$ cat config.mk
export PLATFORM = sky130hd
export DESIGN_NAME = rgb_to_hsv_convert_core
export DESIGN_NICKNAME = d
export VERILOG_FILES = /design/src/sv/rhc_pkg.sv /design/src/sv/rhc_div_stage.sv /design/src/sv/rgb_to_hsv_convert_core.sv
export SDC_FILE = /design/constraint.sdc
export NUM_CORES = 1
export LEC_CHECK = 0
export BUFFER_PORTS_ARGS = -buffer_cell sky130_fd_sc_hd__buf_2
export CAP_MARGIN = 10
export CORE_AREA = 2 2 333 302
export CTS_CLUSTER_DIAMETER = 30
export DETAILED_ROUTE_END_ITERATION = 16
export DIE_AREA = 0 0 335 304
export PLACE_DENSITY = 0.53
export SLEW_MARGIN = 5
export SYNTH_ARGS = -nofsm -noshare
export SYNTH_HDL_FRONTEND = slang
export SYNTH_HIERARCHICAL = 1
export SYNTH_SLANG_ARGS = --single-unit
$ cat constraint.sdc
create_clock -name clk -period 4.3 [get_ports clk]
set_input_delay 0.43 -clock clk [delete_from_list [all_inputs] [get_ports clk]]
set_output_delay 0.43 -clock clk [all_outputs]
set_load 0.03 [all_outputs]
$ cat src/sv/rhc_pkg.sv
// Shared types and constants for the RGB to HSV converter.
package rhc_pkg;

	localparam int CHAN_W     = 8;
	localparam int HUE_W      = 16;
	// 6 * 255 = 1530 fits in 11 bits
	localparam int DEN_W      = 11;
	localparam int HUE_STEP   = 2;
	localparam int DIV_STAGES = HUE_W / HUE_STEP;

	// Payload carried through the divider stages.
	typedef struct packed {
		logic [DEN_W-1:0]  den;
		logic [DEN_W-1:0]  hue_rem;
		logic [HUE_W-1:0]  hue_q;
		logic [CHAN_W-1:0] sat_div;
		logic [CHAN_W-1:0] sat_rem;
		logic [CHAN_W-1:0] sat_sh;
		logic [CHAN_W-1:0] bright;
		logic [CHAN_W-1:0] alpha;
	} rhc_div_t;

endpackage

$ cat src/sv/rhc_div_stage.sv
// One stage of the hue and saturation restoring dividers.
module rhc_div_stage (
	input  logic             clk,
	input  logic             arst_n,
	input  logic             in_valid,
	input  rhc_pkg::rhc_div_t in_data,
	output logic             out_valid,
	output rhc_pkg::rhc_div_t out_data
);
	import rhc_pkg::*;

	rhc_div_t          nxt;
	logic              vld_s1;
	rhc_div_t          res_s1;
	logic [DEN_W:0]    hue_t;
	logic [CHAN_W:0]   sat_t;

	always_comb begin
		nxt = in_data;
		// two hue quotient bits per stage
		for (int i = 0; i < HUE_STEP; i++) begin
			hue_t = {nxt.hue_rem, 1'b0};
			if (hue_t >= {1'b0, nxt.den}) begin
				hue_t     = hue_t - {1'b0, nxt.den};
				nxt.hue_q = {nxt.hue_q[HUE_W-2:0], 1'b1};
			end else begin
				nxt.hue_q = {nxt.hue_q[HUE_W-2:0], 1'b0};
			end
			nxt.hue_rem = hue_t[DEN_W-1:0];
		end
		// one saturation quotient bit; dividend bits shift out as quotient bits shift in
		sat_t = {nxt.sat_rem, nxt.sat_sh[CHAN_W-1]};
		if (sat_t >= {1'b0, nxt.sat_div}) begin
			sat_t      = sat_t - {1'b0, nxt.sat_div};
			nxt.sat_sh = {nxt.sat_sh[CHAN_W-2:0], 1'b1};
		end else begin
			nxt.sat_sh = {nxt.sat_sh[CHAN_W-2:0], 1'b0};
		end
		nxt.sat_rem = sat_t[CHAN_W-1:0];
	end

	always_ff @(posedge clk or negedge arst_n) begin
		if (!arst_n) begin
			vld_s1 <= 1'b0;
		end else begin
			vld_s1 <= in_valid;
		end
	end

	always_ff @(posedge clk) begin
		res_s1 <= nxt;
	end

	assign out_valid = vld_s1;
	assign out_data  = res_s1;

endmodule

$ cat src/sv/rgb_to_hsv_convert_core.sv
// RGB to HSV converter: top level with min/max front end and divider pipeline.
// Throughput: one transaction per clock; busy is held low, so start may stay high.
// Two front-end stages (max/min, then delta and dividends) feed eight divider
// stages that each produce two hue quotient bits and one saturation bit.
// Reset (arst_n low, asynchronous) clears every valid bit; payload is not reset.
// The receiver cannot stall: done marks each result for exactly one cycle.
module rgb_to_hsv_convert_core (
	input  logic        clk,
	input  logic        arst_n,
	input  logic        start,
	output logic        busy,
	input  logic [7:0]  red,
	input  logic [7:0]  green,
	input  logic [7:0]  blue,
	input  logic [7:0]  alpha_in,
	output logic        done,
	output logic [15:0] hue,
	output logic [7:0]  saturation,
	output logic [7:0]  brightness,
	output logic [7:0]  alpha_out
);
	import rhc_pkg::*;

	// which channel holds the maximum (red wins ties, then green)
	typedef enum logic [1:0] {
		SECT_RED,
		SECT_GREEN,
		SECT_BLUE
	} sect_t;

	// ---------------- stage 1: maximum, minimum and hue sector -------------
	logic [CHAN_W-1:0] mx_c;
	logic [CHAN_W-1:0] mn_c;
	sect_t             sect_c;

	logic              vld_s1;
	logic [CHAN_W-1:0] red_s1;
	logic [CHAN_W-1:0] green_s1;
	logic [CHAN_W-1:0] blue_s1;
	logic [CHAN_W-1:0] alpha_s1;
	logic [CHAN_W-1:0] mx_s1;
	logic [CHAN_W-1:0] mn_s1;
	sect_t             sect_s1;

	always_comb begin
		mx_c = red;
		if (green > mx_c) mx_c = green;
		if (blue > mx_c)  mx_c = blue;
		mn_c = red;
		if (green < mn_c) mn_c = green;
		if (blue < mn_c)  mn_c = blue;
		if (mx_c == red) begin
			sect_c = SECT_RED;
		end else if (mx_c == green) begin
			sect_c = SECT_GREEN;
		end else begin
			sect_c = SECT_BLUE;
		end
	end

	// ---------------- stage 2: delta, divisors and dividends ---------------
	logic [CHAN_W-1:0] delta_c;
	logic              grey_c;
	logic [DEN_W-1:0]  den_c;
	logic [CHAN_W:0]   diff_c;      // signed channel difference
	logic [DEN_W-1:0]  base_c;      // sector offset: 0, 2d, 4d, or 6d for a wrapped red hue
	logic [DEN_W:0]    num_c;
	logic [HUE_W-1:0]  sat_num_c;   // 255 * delta
	rhc_div_t          div_c;

	logic              vld_s2;
	rhc_div_t          div_s2;

	always_comb begin
		delta_c   = mx_s1 - mn_s1;
		grey_c    = (delta_c == '0);
		den_c     = {1'b0, delta_c, 2'b00} + {2'b00, delta_c, 1'b0};
		sat_num_c = {delta_c, 8'h00} - {8'h00, delta_c};
		diff_c    = '0;
		base_c    = '0;
		unique case (sect_s1)
			SECT_RED: begin
				diff_c = {1'b0, green_s1} - {1'b0, blue_s1};
				// negative hue wraps by one full turn
				base_c = (green_s1 >= blue_s1) ? '0 : den_c;
			end
			SECT_GREEN: begin
				diff_c = {1'b0, blue_s1} - {1'b0, red_s1};
				base_c = {2'b00, delta_c, 1'b0};
			end
			SECT_BLUE: begin
				diff_c = {1'b0, red_s1} - {1'b0, green_s1};
				base_c = {1'b0, delta_c, 2'b00};
			end
			default: begin
				diff_c = '0;
				base_c = '0;
			end
		endcase
		num_c = {1'b0, base_c} + {{(DEN_W-CHAN_W){diff_c[CHAN_W]}}, diff_c};

		div_c.bright  = mx_s1;
		div_c.alpha   = alpha_s1;
		div_c.hue_q   = '0;
		if (grey_c) begin
			// grey or black: divide zero by one so both quotients come out zero
			div_c.den     = DEN_W'(1);
			div_c.hue_rem = '0;
			div_c.sat_div = CHAN_W'(1);
			div_c.sat_rem = '0;
			div_c.sat_sh  = '0;
		end else begin
			div_c.den     = den_c;
			div_c.hue_rem = num_c[DEN_W-1:0];
			div_c.sat_div = mx_s1;
			// 255*delta < 256*max, so the upper byte is already below the divisor
			div_c.sat_rem = sat_num_c[HUE_W-1:CHAN_W];
			div_c.sat_sh  = sat_num_c[CHAN_W-1:0];
		end
	end

	// ---------------- valid bits for the front end ------------------------
	always_ff @(posedge clk or negedge arst_n) begin
		if (!arst_n) begin
			vld_s1 <= 1'b0;
			vld_s2 <= 1'b0;
		end else begin
			vld_s1 <= start && !busy;
			vld_s2 <= vld_s1;
		end
	end

	// payload advances every cycle; only the valid bits matter
	always_ff @(posedge clk) begin
		red_s1   <= red;
		green_s1 <= green;
		blue_s1  <= blue;
		alpha_s1 <= alpha_in;
		mx_s1    <= mx_c;
		mn_s1    <= mn_c;
		sect_s1  <= sect_c;
		div_s2   <= div_c;
	end

	// ---------------- divider pipeline -----------------------------------
	logic     div_v [DIV_STAGES+1];
	rhc_div_t div_d [DIV_STAGES+1];

	assign div_v[0] = vld_s2;
	assign div_d[0] = div_s2;

	for (genvar gi = 0; gi < DIV_STAGES; gi++) begin : g_div
		rhc_div_stage u_stage (
			.clk       (clk),
			.arst_n    (arst_n),
			.in_valid  (div_v[gi]),
			.in_data   (div_d[gi]),
			.out_valid (div_v[gi+1]),
			.out_data  (div_d[gi+1])
		);
	end

	// ---------------- outputs --------------------------------------------
	// no stall path anywhere, so a new transaction is always taken
	assign busy       = 1'b0;
	assign done       = div_v[DIV_STAGES];
	assign hue        = div_d[DIV_STAGES].hue_q;
	assign saturation = div_d[DIV_STAGES].sat_sh;
	assign brightness = div_d[DIV_STAGES].bright;
	assign alpha_out  = div_d[DIV_STAGES].alpha;

`ifndef SYNTH
	// every result traces back to an earlier accepted transaction
	a_done_origin: assert property (@(posedge clk) disable iff (!arst_n)
		done |-> $past(start, 10))
		else $error("result without a matching transaction");

	// grey pixels give zero hue and saturation
	a_grey_zero: assert property (@(posedge clk) disable iff (!arst_n)
		(done && $past(red, 10) == $past(green, 10) && $past(green, 10) == $past(blue, 10))
		|-> (hue == '0 && saturation == '0))
		else $error("grey pixel produced non-zero hue or saturation");

	// brightness is the largest channel and alpha rides along with its pixel
	a_bright_alpha: assert property (@(posedge clk) disable iff (!arst_n)
		done |-> (brightness >= $past(red, 10) && brightness >= $past(green, 10) &&
			brightness >= $past(blue, 10) && alpha_out == $past(alpha_in, 10)))
		else $error("brightness or alpha out of step with its pixel");
`endif

endmodule
; After elaboration in Yosys (flattened, before gate mapping)
; Cells that the tools add are included.
[op_classes]
eq_ne = 4
n_reduce_logical = 2
n_shift = 0
mux = 54
bitwise_logic = 0
order_cmp = 29
add_sub_neg = 29
mul = 0
div_mod_pow = 0
[ops]
columns = operator, n
row1 = 12-bit by 11-bit greater-or-equal comparator with 1-bit output, 16
row2 = 11-bit two-way mux, 16
row3 = 11-bit subtractor, 15
row4 = 8-bit two-way mux, 11
row5 = 9-bit by 8-bit greater-or-equal comparator with 1-bit output, 8
row6 = 8-bit subtractor, 8
row7 = 11-bit case mux with 3 select lines, 1
row8 = 9-bit case mux with 3 select lines, 1
row9 = 8-bit by 8-bit subtractor with 9-bit output, 3
row10 = 1-bit two-way mux, 24
row11 = 8-bit == test, 2
row12 = 8-bit > comparator, 2
row13 = 8-bit less-than comparator, 2
row14 = 16-bit by 8-bit subtractor with 16-bit output, 1
row15 = 10-bit by 9-bit adder with 11-bit output, 1
row16 = 11-bit adder, 1
row17 = 8-bit greater-or-equal comparator, 1
row18 = 8-bit logical NOT, 1
row19 = 2-bit by 1-bit == test with 1-bit output (second input constant), 1
row20 = 2-bit == test (second input constant), 1
row21 = 2-bit logical NOT, 1
row22 = 2-bit two-way mux, 1
[totals]
output_inout_bits = 42
latchBits = 0
ram_bits = 0
mem_count = 0
word_cells = 209
mem_bits_ro = 0
in_bits = 35
reg_bits = 652

; Longest topological paths before layout
; Gate-level depths: netlist (run 1).
[depth]
depth_word = 6
ltp_mapped = 21
ltp_nobuf = 21

; Cells and area by module
; Netlist (run 1), hierarchy kept.
[modules_own_cells]
columns = mod, cells_each, area_each_um2, instances
row1 = rhc_div_stage (g_div[0].u_stage ...), 333, 3459.6, 6
row2 = rgb_to_hsv_convert_core, 741, 6612.6, 1
row3 = rhc_div_stage (g_div[1].u_stage), 315, 3418.3, 1
row4 = rhc_div_stage (g_div[2].u_stage), 316, 3340.7, 1

; Worst setup path before layout (run 1)
; OpenSTA, ideal clock, no wires.
[synth_timing]
path_kind = input to register
from = input port red[6]
to = register sect_s1[0]
required_time_ps = 4234
cell_stages = 18
setup_time_ps = 66
slack_ps = 129
t_arrival_ps = 4106
cell_sequence = clkbuf_1 > inv_1 > ha_1 > a21o_1 > a21oi_1 > nand3_1 > nand2_1 > buf_1 > mux2i_1 > ha_1 > nor2b_1 > o21a_1 > o21ai_0 > a21o_1 > clkbuf_1 > o22ai_1 > a2111oi_0 > nor2b_1
[synth_via]
elab_chain_len = 6
elab_cells_between_ends = 7
cone_classes = order compare (2) / eq/ne (2) / mux (3)
[synth_rtl]
columns = element, line_no
row1 = start: declaration, rgb_to_hsv_convert_core.sv:12  ; input logic [7:0] red,
row2 = 8-bit > comparator, rgb_to_hsv_convert_core.sv:47  ; if (green > mx_c) mx_c = green;
row3 = 8-bit two-way mux, rgb_to_hsv_convert_core.sv:47
row4 = 8-bit > comparator, rgb_to_hsv_convert_core.sv:48  ; if (blue > mx_c) mx_c = blue;
row5 = 8-bit two-way mux, rgb_to_hsv_convert_core.sv:48
row6 = 8-bit == test, rgb_to_hsv_convert_core.sv:54  ; end else if (mx_c == green) begin
row7 = 2-bit two-way mux, rgb_to_hsv_convert_core.sv:54
row8 = end signal: assignment, rgb_to_hsv_convert_core.sv:141  ; sect_s1 <= sect_c;
row9 = end: declaration, rgb_to_hsv_convert_core.sv:43  ; sect_t sect_s1;
; Parallel ways exist; a longest one is shown, timed or not.
; A chain may end at the register's enable or synchronous reset.

; Final worst setup path (run 1)
[layout_timing]
from = register g_div[2].u_stage.res_s1 (netlist bit g_div[2].u_stage/out_data[68])
to = register g_div[3].u_stage.res_s1 (netlist bit g_div[3].u_stage/out_data[61])
[layout_via]
elab_chain_len = 4
elab_cells_between_ends = 6
cone_classes = add/sub (2) / order compare (2) / mux (2)
[layout_rtl]
columns = element, line_no
row1 = start: declaration, rhc_div_stage.sv:14  ; rhc_div_t res_s1;
row2 = start signal: assignment, rhc_div_stage.sv:51  ; res_s1 <= nxt;
row3 = 11-bit subtractor / 12-bit by 11-bit greater-or-equal comparator with 1-bit output (equally long branches), "rhc_div_stage.sv:24, rhc_div_stage.sv:23"
row4 = 11-bit two-way mux, rhc_div_stage.sv:23  ; if (hue_t >= {1'b0, nxt.den}) begin
row5 = 11-bit subtractor / 12-bit by 11-bit greater-or-equal comparator with 1-bit output (equally long branches), "rhc_div_stage.sv:24, rhc_div_stage.sv:23"
row6 = 11-bit two-way mux (*), rhc_div_stage.sv:23
row7 = via g_div[3].u_stage.hue_t[5], rhc_div_stage.sv:15  ; logic [DEN_W:0] hue_t;
row8 = end signal: assignment, rhc_div_stage.sv:51
row9 = end: declaration, rhc_div_stage.sv:14
; The timed path passes the listed nets; every way through them passes the cells marked *.

==> results_dict.tcl, run 1 <==
set metrics [dict create \
    worstSetupEndpointType "flip-flop" \
    design_area_mm2 0.04024 \
    dr.pass1.iters 5 \
    hold_violations 0 \
    cp_max_fo 5 \
    synthCells 3182 \
    fin_crit_sh 0.9568 \
    finalClockSkew_ns 0.01826 \
    initial_core_util 0.3195 \
    pin_count 77 \
    ys_warn_count 6 \
    antenna_left 0 \
    grt_use_met3 0.03161 \
    crit_required_ns 4.87 \
    placed_cell_area_mm2 0.03435 \
    final_common_cell "dfxtp_1" \
    layout_common_cells "636 x dfxtp_1, 311 x inv_1, 308 x ha_1, 229 x nor2_1, 178 x a21oi_1" \
    top_usage_layer "met2" \
    syn_to_final_growth_pct 27.44 \
    die_w_um 335 \
    met1_usage 0.1748 \
    fp-row-count 110 \
    viasPerCell 4.667 \
    utilization 0.4072 \
    grt_usage 0.1384 \
    fin_nets 3925 \
    cts_max_level 4 \
    routed_wl_mm 70.62 \
    setup-violations-final 0 \
    multi_input_area_mm2 0.01724 \
    wl_per_cell_um 14.21 \
    relSlewSlack 0.5806 \
    dieArea_mm2 0.1018 \
    grt_max_degree 29 \
    r2r_cells 17 \
    syn_area_mm2 0.03158 \
    met2_usage 0.2235 \
    io_buffer_count 75 \
    drc 0 \
    r2r_start "g_div[2].u_stage/out_data[68]$_DFF_P_" \
    path_clk_slew_ns 0.06 \
    dp_hpwl_mm 53.50 \
    gr-total-overflow 0 \
    clockBufferDepth 3 \
    nFillCells 9599 \
    status "finished, final reports clean" \
    cts-buffers-inserted 150 \
    n_antenna_cell 0 \
    clock.fmax_mhz 243.1 \
    syn-num-nets 3549 \
    seq_area_mm2 0.01307 \
    dieHeight_um 304 \
    fin_crit_ns 4.114 \
    vias 23200 \
    cts_num_sinks 650 \
    insertion_delay_ns 0.71 \
    hold_path.class "primary input to async pin" \
    worstMarginPinSlew_ns 0.6132 \
    cts_root_buffer "clkbuf_16" \
    gp_congestion 0.8809 \
    grt_pass1_wl_mm 115.2 \
    rsz0062_at_grt "yes" \
    cts_tree "done" \
    path_class "flip-flop to flip-flop" \
    r2r_end "g_div[3].u_stage/out_data[61]$_DFF_P_" \
    avgSynthCellArea_um2 9.923 \
    startpoint "g_div[2].u_stage/out_data[68]$_DFF_P_" \
    first_iter_violations 1015 \
    critPathArrivalTime_ns 4.69 \
    coreArea_mm2 0.09882 \
    maxCapViolCount 0 \
    antenna_found_initial 0 \
    crit_end "g_div[3].u_stage/out_data[61]$_DFF_P_" \
    r2r_slack_ns 0.19 \
    slew_viol_final 0 \
    crit_path_start_kind "flip-flop" \
    layout-drive-gt1-share 0.2072 \
    grt_pass1_vias 23040 \
]
==> worst max-delay path, stage by stage, from the launching register on <==
cell and delay, ns:
dfxtp_2 0.39, inv_1 0.09, ha_1 0.29, and2b_1 0.17
o21a_1 0.20, a311oi_2 0.32, o21ai_0 0.14, a21oi_1 0.20
xor2_1 0.27, mux2i_1 0.12, ha_1 0.28, inv_1 0.09
or3_4 0.41, o221ai_4 0.26, buf_4 0.20, nor2_2 0.05
a22o_1 0.22, a221o_1 0.29
==> state kept, by name, summed over array words and instances (netlist names) <==
register	cells
red_s1	8
g_div.u_stage/out_data	530
alpha_s1	8
mn_s1	8
vld_s1	1
sect_s1	2
mx_s1	8
div_d	60
g_div.u_stage/out_valid	8
green_s1	8
vld_s2	1
blue_s1	8
==> how the worst min path moves through the flow <==
stage	slack, ns	from	to	cells after the start
after floorplan	0.13	arst_n	g_div[0].u_stage/out_valid$_DFF_PN0_	0
after detailed placement	0.30	arst_n	vld_s1$_DFF_PN0_	1
after CTS	0.04	arst_n	vld_s2$_DFF_PN0_	2
final	0.1	arst_n	vld_s2$_DFF_PN0_	2
after global placement	0.29	arst_n	vld_s1$_DFF_PN0_	1
after global routing	0.1	arst_n	vld_s2$_DFF_PN0_	2
==> metal layers <==
metal,part of all wire,vias to the layer above
met4,0.032,0
li1,-,12030
met2,0.46,388
met5,0,-
met1,0.47,10630
met3,0.041,149
==> area by class of cell <==
cell class	instances	area share
well taps	1288	0.04005
clock inverters	88	0.02195
clock buffers	189	0.1043
multi-input cells	2160	0.4285
inverters	312	0.02910
repair buffers	284	0.05140
flip-flops and latches	650	0.3248
==> repair_timing <==
| item | in CTS | in global routing |
|---|---|---|
| gates resized for setup | 1 | 72 |
| cloned | 0 | 1 |
| buffers inserted | 2 | 17 |
| hold buffers | 34 | 0 |
| pin swaps | 1 | 31 |
| endpoints found under the hold margin | 43 | 0 |
| setup endpoints to repair | 6 | 72 |
==> through the flow <==
step,setup slack [ns],TNS [ns],std cells,hold WS [ns]
after CTS,0.02388,0,4953,0.03742
after global placement,-0.009996,-0.009996,4640,0.2917
after detailed placement,-0.09823,-0.4042,4640,0.2982
after global routing,-0.1098,-0.2088,4971,0.09688
final,0.1860,0,4971,0.09924
after floorplan,0.1286,0,3182,0.1344
Power of run 1 is left out: the tool's default activity adds up to more than one toggle a clock period on the data nets, which glitch-free logic cannot reach.
==> run 2, diff against run 1 <==
Settings changed: CTS_BUF_LIST set to sky130_fd_sc_hd__clkbuf_8.
==> results_dict.tcl, run 2 (synthesis results as in run 1) <==
set metrics [dict create \
    worstSetupEndpointType "flip-flop" \
    dieHeight_um 304 \
    relSlewSlack 0.5805 \
    cts_root_buffer "clkbuf_8" \
    fin_hold_ws_ns 0.2624 \
    antenna_left 0 \
    layout_setup_ws_ns 0.2112 \
    cp_max_fo 5 \
    gp_congestion 0.8809 \
    hold_violations 0 \
    path_clk_slew_ns 0.06 \
    first_iter_violations 998 \
    drc 0 \
    fin_crit_ns 4.089 \
    cts_tree "done" \
    cts-buffers-inserted 157 \
    dp_slack_ns -0.09823 \
    design_area_mm2 0.03886 \
    r2r_cells 17 \
    fp-row-count 110 \
    wl_met1_mm 32.97 \
    worstMarginPinSlew_ns 0.6134 \
    crit_required_ns 4.96 \
    die_w_um 335 \
    multi_input_area_mm2 0.01715 \
    io_buffer_count 75 \
    pin_count 77 \
    layout-drive-gt1-share 0.2063 \
    final_common_cell "dfxtp_1" \
    antenna_found_initial 2 \
    grt_max_degree 29 \
    vias 23110 \
    critPathArrivalTime_ns 4.75 \
    largest_register_ffs 530 \
    met3_length_mm 2.953 \
    cts_max_level 4 \
    dr.pass1.iters 5 \
    initial_core_util 0.3195 \
    placed_cell_area_mm2 0.03435 \
    setup-violations-final 0 \
    fin_crit_sh 0.9509 \
    cts_num_sinks 650 \
    seq_area_mm2 0.01307 \
    dieArea_mm2 0.1018 \
    hold_path.class "primary input to flip-flop" \
    coreArea_mm2 0.09882 \
    grt_pass1_vias 22900 \
    route.met2.wl_mm 32.07 \
    layout_common_cells "635 x dfxtp_1, 330 x inv_1, 311 x ha_1, 229 x nor2_1, 190 x clkbuf_8" \
    fin_nets 3930 \
    finalClockSkew_ns 0.03219 \
    clock.fmax_mhz 244.6 \
    clockBufferDepth 3 \
    gr-total-overflow 0 \
    routed_wl_mm 70.08 \
    insertion_delay_ns 0.80 \
    slew_viol_final 0 \
    path_class "flip-flop to flip-flop" \
    wl_per_cell_um 14.06 \
    grt_pass1_wl_mm 114.2 \
    maxCapViolCount 0 \
    nFillCells 9760 \
    whs_path_depth 2 \
    status "finished, final reports clean" \
    grt_usage 0.1372 \
    syn_to_final_growth_pct 23.07 \
    viasPerCell 4.637 \
    crit_path_start_kind "flip-flop" \
    dp_hpwl_mm 53.50 \
    dr.max_layer_used "met4" \
]
run 2: cell types whose count changed in the layout (fill, tap and decap cells not counted), moves of 7 or more:
cell / before / now
clkbuf_8: 19 / 190
clkbuf_16: 155 / 0
inv_1: 311 / 330
bufinv_16: 7 / 23
clkbuf_1: 15 / 0
clkinv_4: 11 / 4
run 2: per-layer routing:
layer | track usage | vias to the layer above
met2 | 0.2216 | 402
li1 | - | 12040
met1 | 0.1734 | 10530
met4 | 0.06122 | 0
met5 | 0 | -
met3 | 0.03256 | 142
run 2: through the flow:
step,instances,setup TNS (ns),util
5_1_grt,4984,-0.05363,0.3932
4_1_cts,4967,0,0.3897
6_report,4984,0,0.3932
2_1_floorplan,3182,0,-
3_3_place_gp,4640,-0.009996,0.3476
3_5_place_dp,4640,-0.4042,0.3476
run 2: cell type report:
cell class	count	share of cell area
inverters	312	0.03014
multi-input cells	2160	0.4413
flip-flops and latches	650	0.3363
clock inverters	100	0.03036
clock buffers	190	0.06730
well taps	1288	0.04147
repair buffers	282	0.05297
diodes	2	0.0001288
run 2: final timing paths:
path	end	slack, ns	startpoint
worst max-delay path	g_div[3].u_stage/out_data[61]$_DFF_P_	0.21	g_div[2].u_stage/out_data[68]$_DFF_P_
worst min-delay path	alpha_s1[4]$_DFF_P_	0.26	alpha_in[4]
worst max register to register	g_div[3].u_stage/out_data[61]$_DFF_P_	0.21	g_div[2].u_stage/out_data[68]$_DFF_P_
worst min register to register	g_div[7].u_stage/out_data[20]$_DFF_P_	0.31	g_div[6].u_stage/out_data[19]$_DFF_P_
max in group asynchronous	g_div[7].u_stage/out_valid$_DFF_PN0_	3.36	arst_n
min in group asynchronous	g_div[2].u_stage/out_valid$_DFF_PN0_	0.65	arst_n
run 2: worst max-delay path, cell delays in order, from the launching register on:
cell	delay, ns
dfxtp_2	0.40
inv_1	0.09
ha_1	0.29
and2b_1	0.17
o21a_1	0.20
a311oi_2	0.32
o21ai_0	0.13
a21oi_1	0.19
xor2_1	0.26
mux2i_1	0.12
ha_1	0.28
inv_1	0.09
or3_4	0.41
o221ai_4	0.26
buf_4	0.20
nor2_2	0.05
a22o_1	0.22
a221o_1	0.29
run 2: what timing repair did:
action | CTS | global route
resized for setup | 1 | 60
pin swaps | 1 | 16
setup buffers | 2 | 14
endpoints found under the setup margin | 6 | 72
hold buffers | 35 | 0
gates cloned | 0 | 1
hold endpoints to repair | 59 | 0
Power of run 2 is left out for the same reason.
==> run 3, diff against run 2 <==
Settings changed: GPL_TIMING_DRIVEN set to 0, MAX_ROUTING_LAYER set to met4, PLACE_DENSITY 0.53 to 0.51.
==> results_dict.tcl, run 3 (synthesis results as in run 1) <==
set metrics [dict create \
    io_buffer_count 75 \
    pin_count 77 \
    crit_required_ns 4.98 \
    gp_congestion 0.8591 \
    worstMarginPinSlew_ns 0.7008 \
    rsz0062_at_grt "yes" \
    coreArea_mm2 0.09882 \
    clockBufferDepth 3 \
    gr-total-overflow 0 \
    antenna_found_initial 1 \
    initial_core_util 0.3195 \
    route.met2.wl_mm 32.33 \
    antenna_left 0 \
    first_iter_violations 1136 \
    clock.fmax_mhz 241.2 \
    grt_usage 0.1441 \
    fin_nets 3869 \
    path_class "flip-flop to flip-flop" \
    hold_violations 0 \
    path_clk_slew_ns 0.06 \
    routed_wl_mm 70.84 \
    grt_pass1_wl_mm 116.3 \
    grt_max_degree 17 \
    cts_root_buffer "clkbuf_8" \
    hold_path.class "primary input to flip-flop" \
    viasPerCell 4.667 \
    cts_tree "done" \
    slew_viol_final 0 \
    critPathArrivalTime_ns 4.82 \
    maxCapViolCount 0 \
    layout_common_cells "626 x dfxtp_1, 322 x inv_1, 293 x ha_1, 224 x nor2_1, 180 x clkbuf_8" \
    largest_register_ffs 530 \
    finalClockSkew_ns 0.03368 \
    worstSetupEndpointType "flip-flop" \
    status "finished, final reports clean" \
    syn_to_final_growth_pct 22.25 \
    die_w_um 335 \
    final_common_cell "dfxtp_1" \
    drc 0 \
    cts_max_level 4 \
    insertion_delay_ns 0.80 \
    dieArea_mm2 0.1018 \
    fp-row-count 110 \
    layout-drive-gt1-share 0.2020 \
    cp_max_fo 10 \
    grt_pass1_vias 22880 \
    fin_crit_ns 4.145 \
    cts-buffers-inserted 152 \
    relSlewSlack 0.5293 \
    fin_hold_ws_ns 0.1398 \
    dr.max_layer_used "met4" \
    crit_path_start_kind "flip-flop" \
    dieHeight_um 304 \
    vias 22900 \
    dr.pass1.iters 8 \
    met3_length_mm 2.668 \
    dp_hpwl_mm 53.04 \
    wl_met1_mm 34.03 \
    setup-violations-final 0 \
    fin_crit_sh 0.9640 \
    cts_num_sinks 650 \
    wl_per_cell_um 14.43 \
]
-- run 3: area by class of cell --
| cell class | count | area, um2 |
|---|---|---|
| Antenna cell | 1 | 2.502 |
| Buffer | 59 | 489.2 |
| Clock buffer | 180 | 2477 |
| Clock inverter | 91 | 1061 |
| Fill cell | 9871 | 60220 |
| Inverter | 312 | 1174 |
| Multi-Input combinational cell | 2159 | 17520 |
| Sequential cell | 650 | 13090 |
| Tap cell | 1288 | 1612 |
| Timing Repair Buffer | 168 | 1179 |
-- run 3: worst paths after layout --
path	slack, ns	cells past startpoint	endpoint	start
max in group asynchronous	3.32	3	vld_s1$_DFF_PN0_	arst_n
hold reg to reg	0.30	0	g_div[7].u_stage/out_data[52]$_DFF_P_	g_div[6].u_stage/out_data[50]$_DFF_P_
setup / recovery	0.15	18	g_div[1].u_stage/out_data[63]$_DFF_P_	g_div[0].u_stage/out_data[72]$_DFF_P_
hold / removal	0.14	3	mx_s1[7]$_DFF_P_	red[7]
setup reg to reg	0.15	18	g_div[1].u_stage/out_data[63]$_DFF_P_	g_div[0].u_stage/out_data[72]$_DFF_P_
min in group asynchronous	0.67	3	vld_s2$_DFF_PN0_	arst_n
-- run 3: per-stage QoR --
stage          std cells  TNS [ns]  cell area (um2)    util  setup slack (ns)
2_1_floorplan       3182         0            31580       -            0.1286
3_3_place_gp        4545    -18.38            33560  0.3396           -0.9094
3_5_place_dp        4545    -17.26            33560  0.3396           -0.9101
4_1_cts             4876  -0.02760            37910  0.3836          -0.02760
5_1_grt             4908   -0.2798            38600  0.3906          -0.04030
6_report            4908         0            38600  0.3906            0.1547
-- run 3: per-layer routing --
layer | vias up | global-route usage
met4 | 0 | 0.05819
met3 | 127 | 0.02880
met2 | 346 | 0.2245
li1 | 11900 | -
met1 | 10530 | 0.1823
met5 | - | -
-- run 3: worst max-delay path: stages, from the launching register on --
cell	delay (ns)
dfxtp_1	0.35
inv_1	0.10
ha_1	0.30
buf_6	0.14
a211oi_2	0.25
o21bai_2	0.11
a211oi_2	0.29
o21ai_4	0.14
buf_12	0.18
mux2_2	0.30
ha_1	0.33
o21a_1	0.12
o31a_1	0.15
o41ai_4	0.40
o21ai_2	0.13
nand2_1	0.09
and3_4	0.20
buf_6	0.16
mux2_4	0.30
-- run 3: timing repair --
action	in CTS	in global routing
buffers inserted	24	32
endpoints found under the setup margin	69	89
hold buffers	37	0
endpoints found under the hold margin	60	0
gates resized for setup	60	107
pin swaps	25	50
Power of run 3 is left out for the same reason.
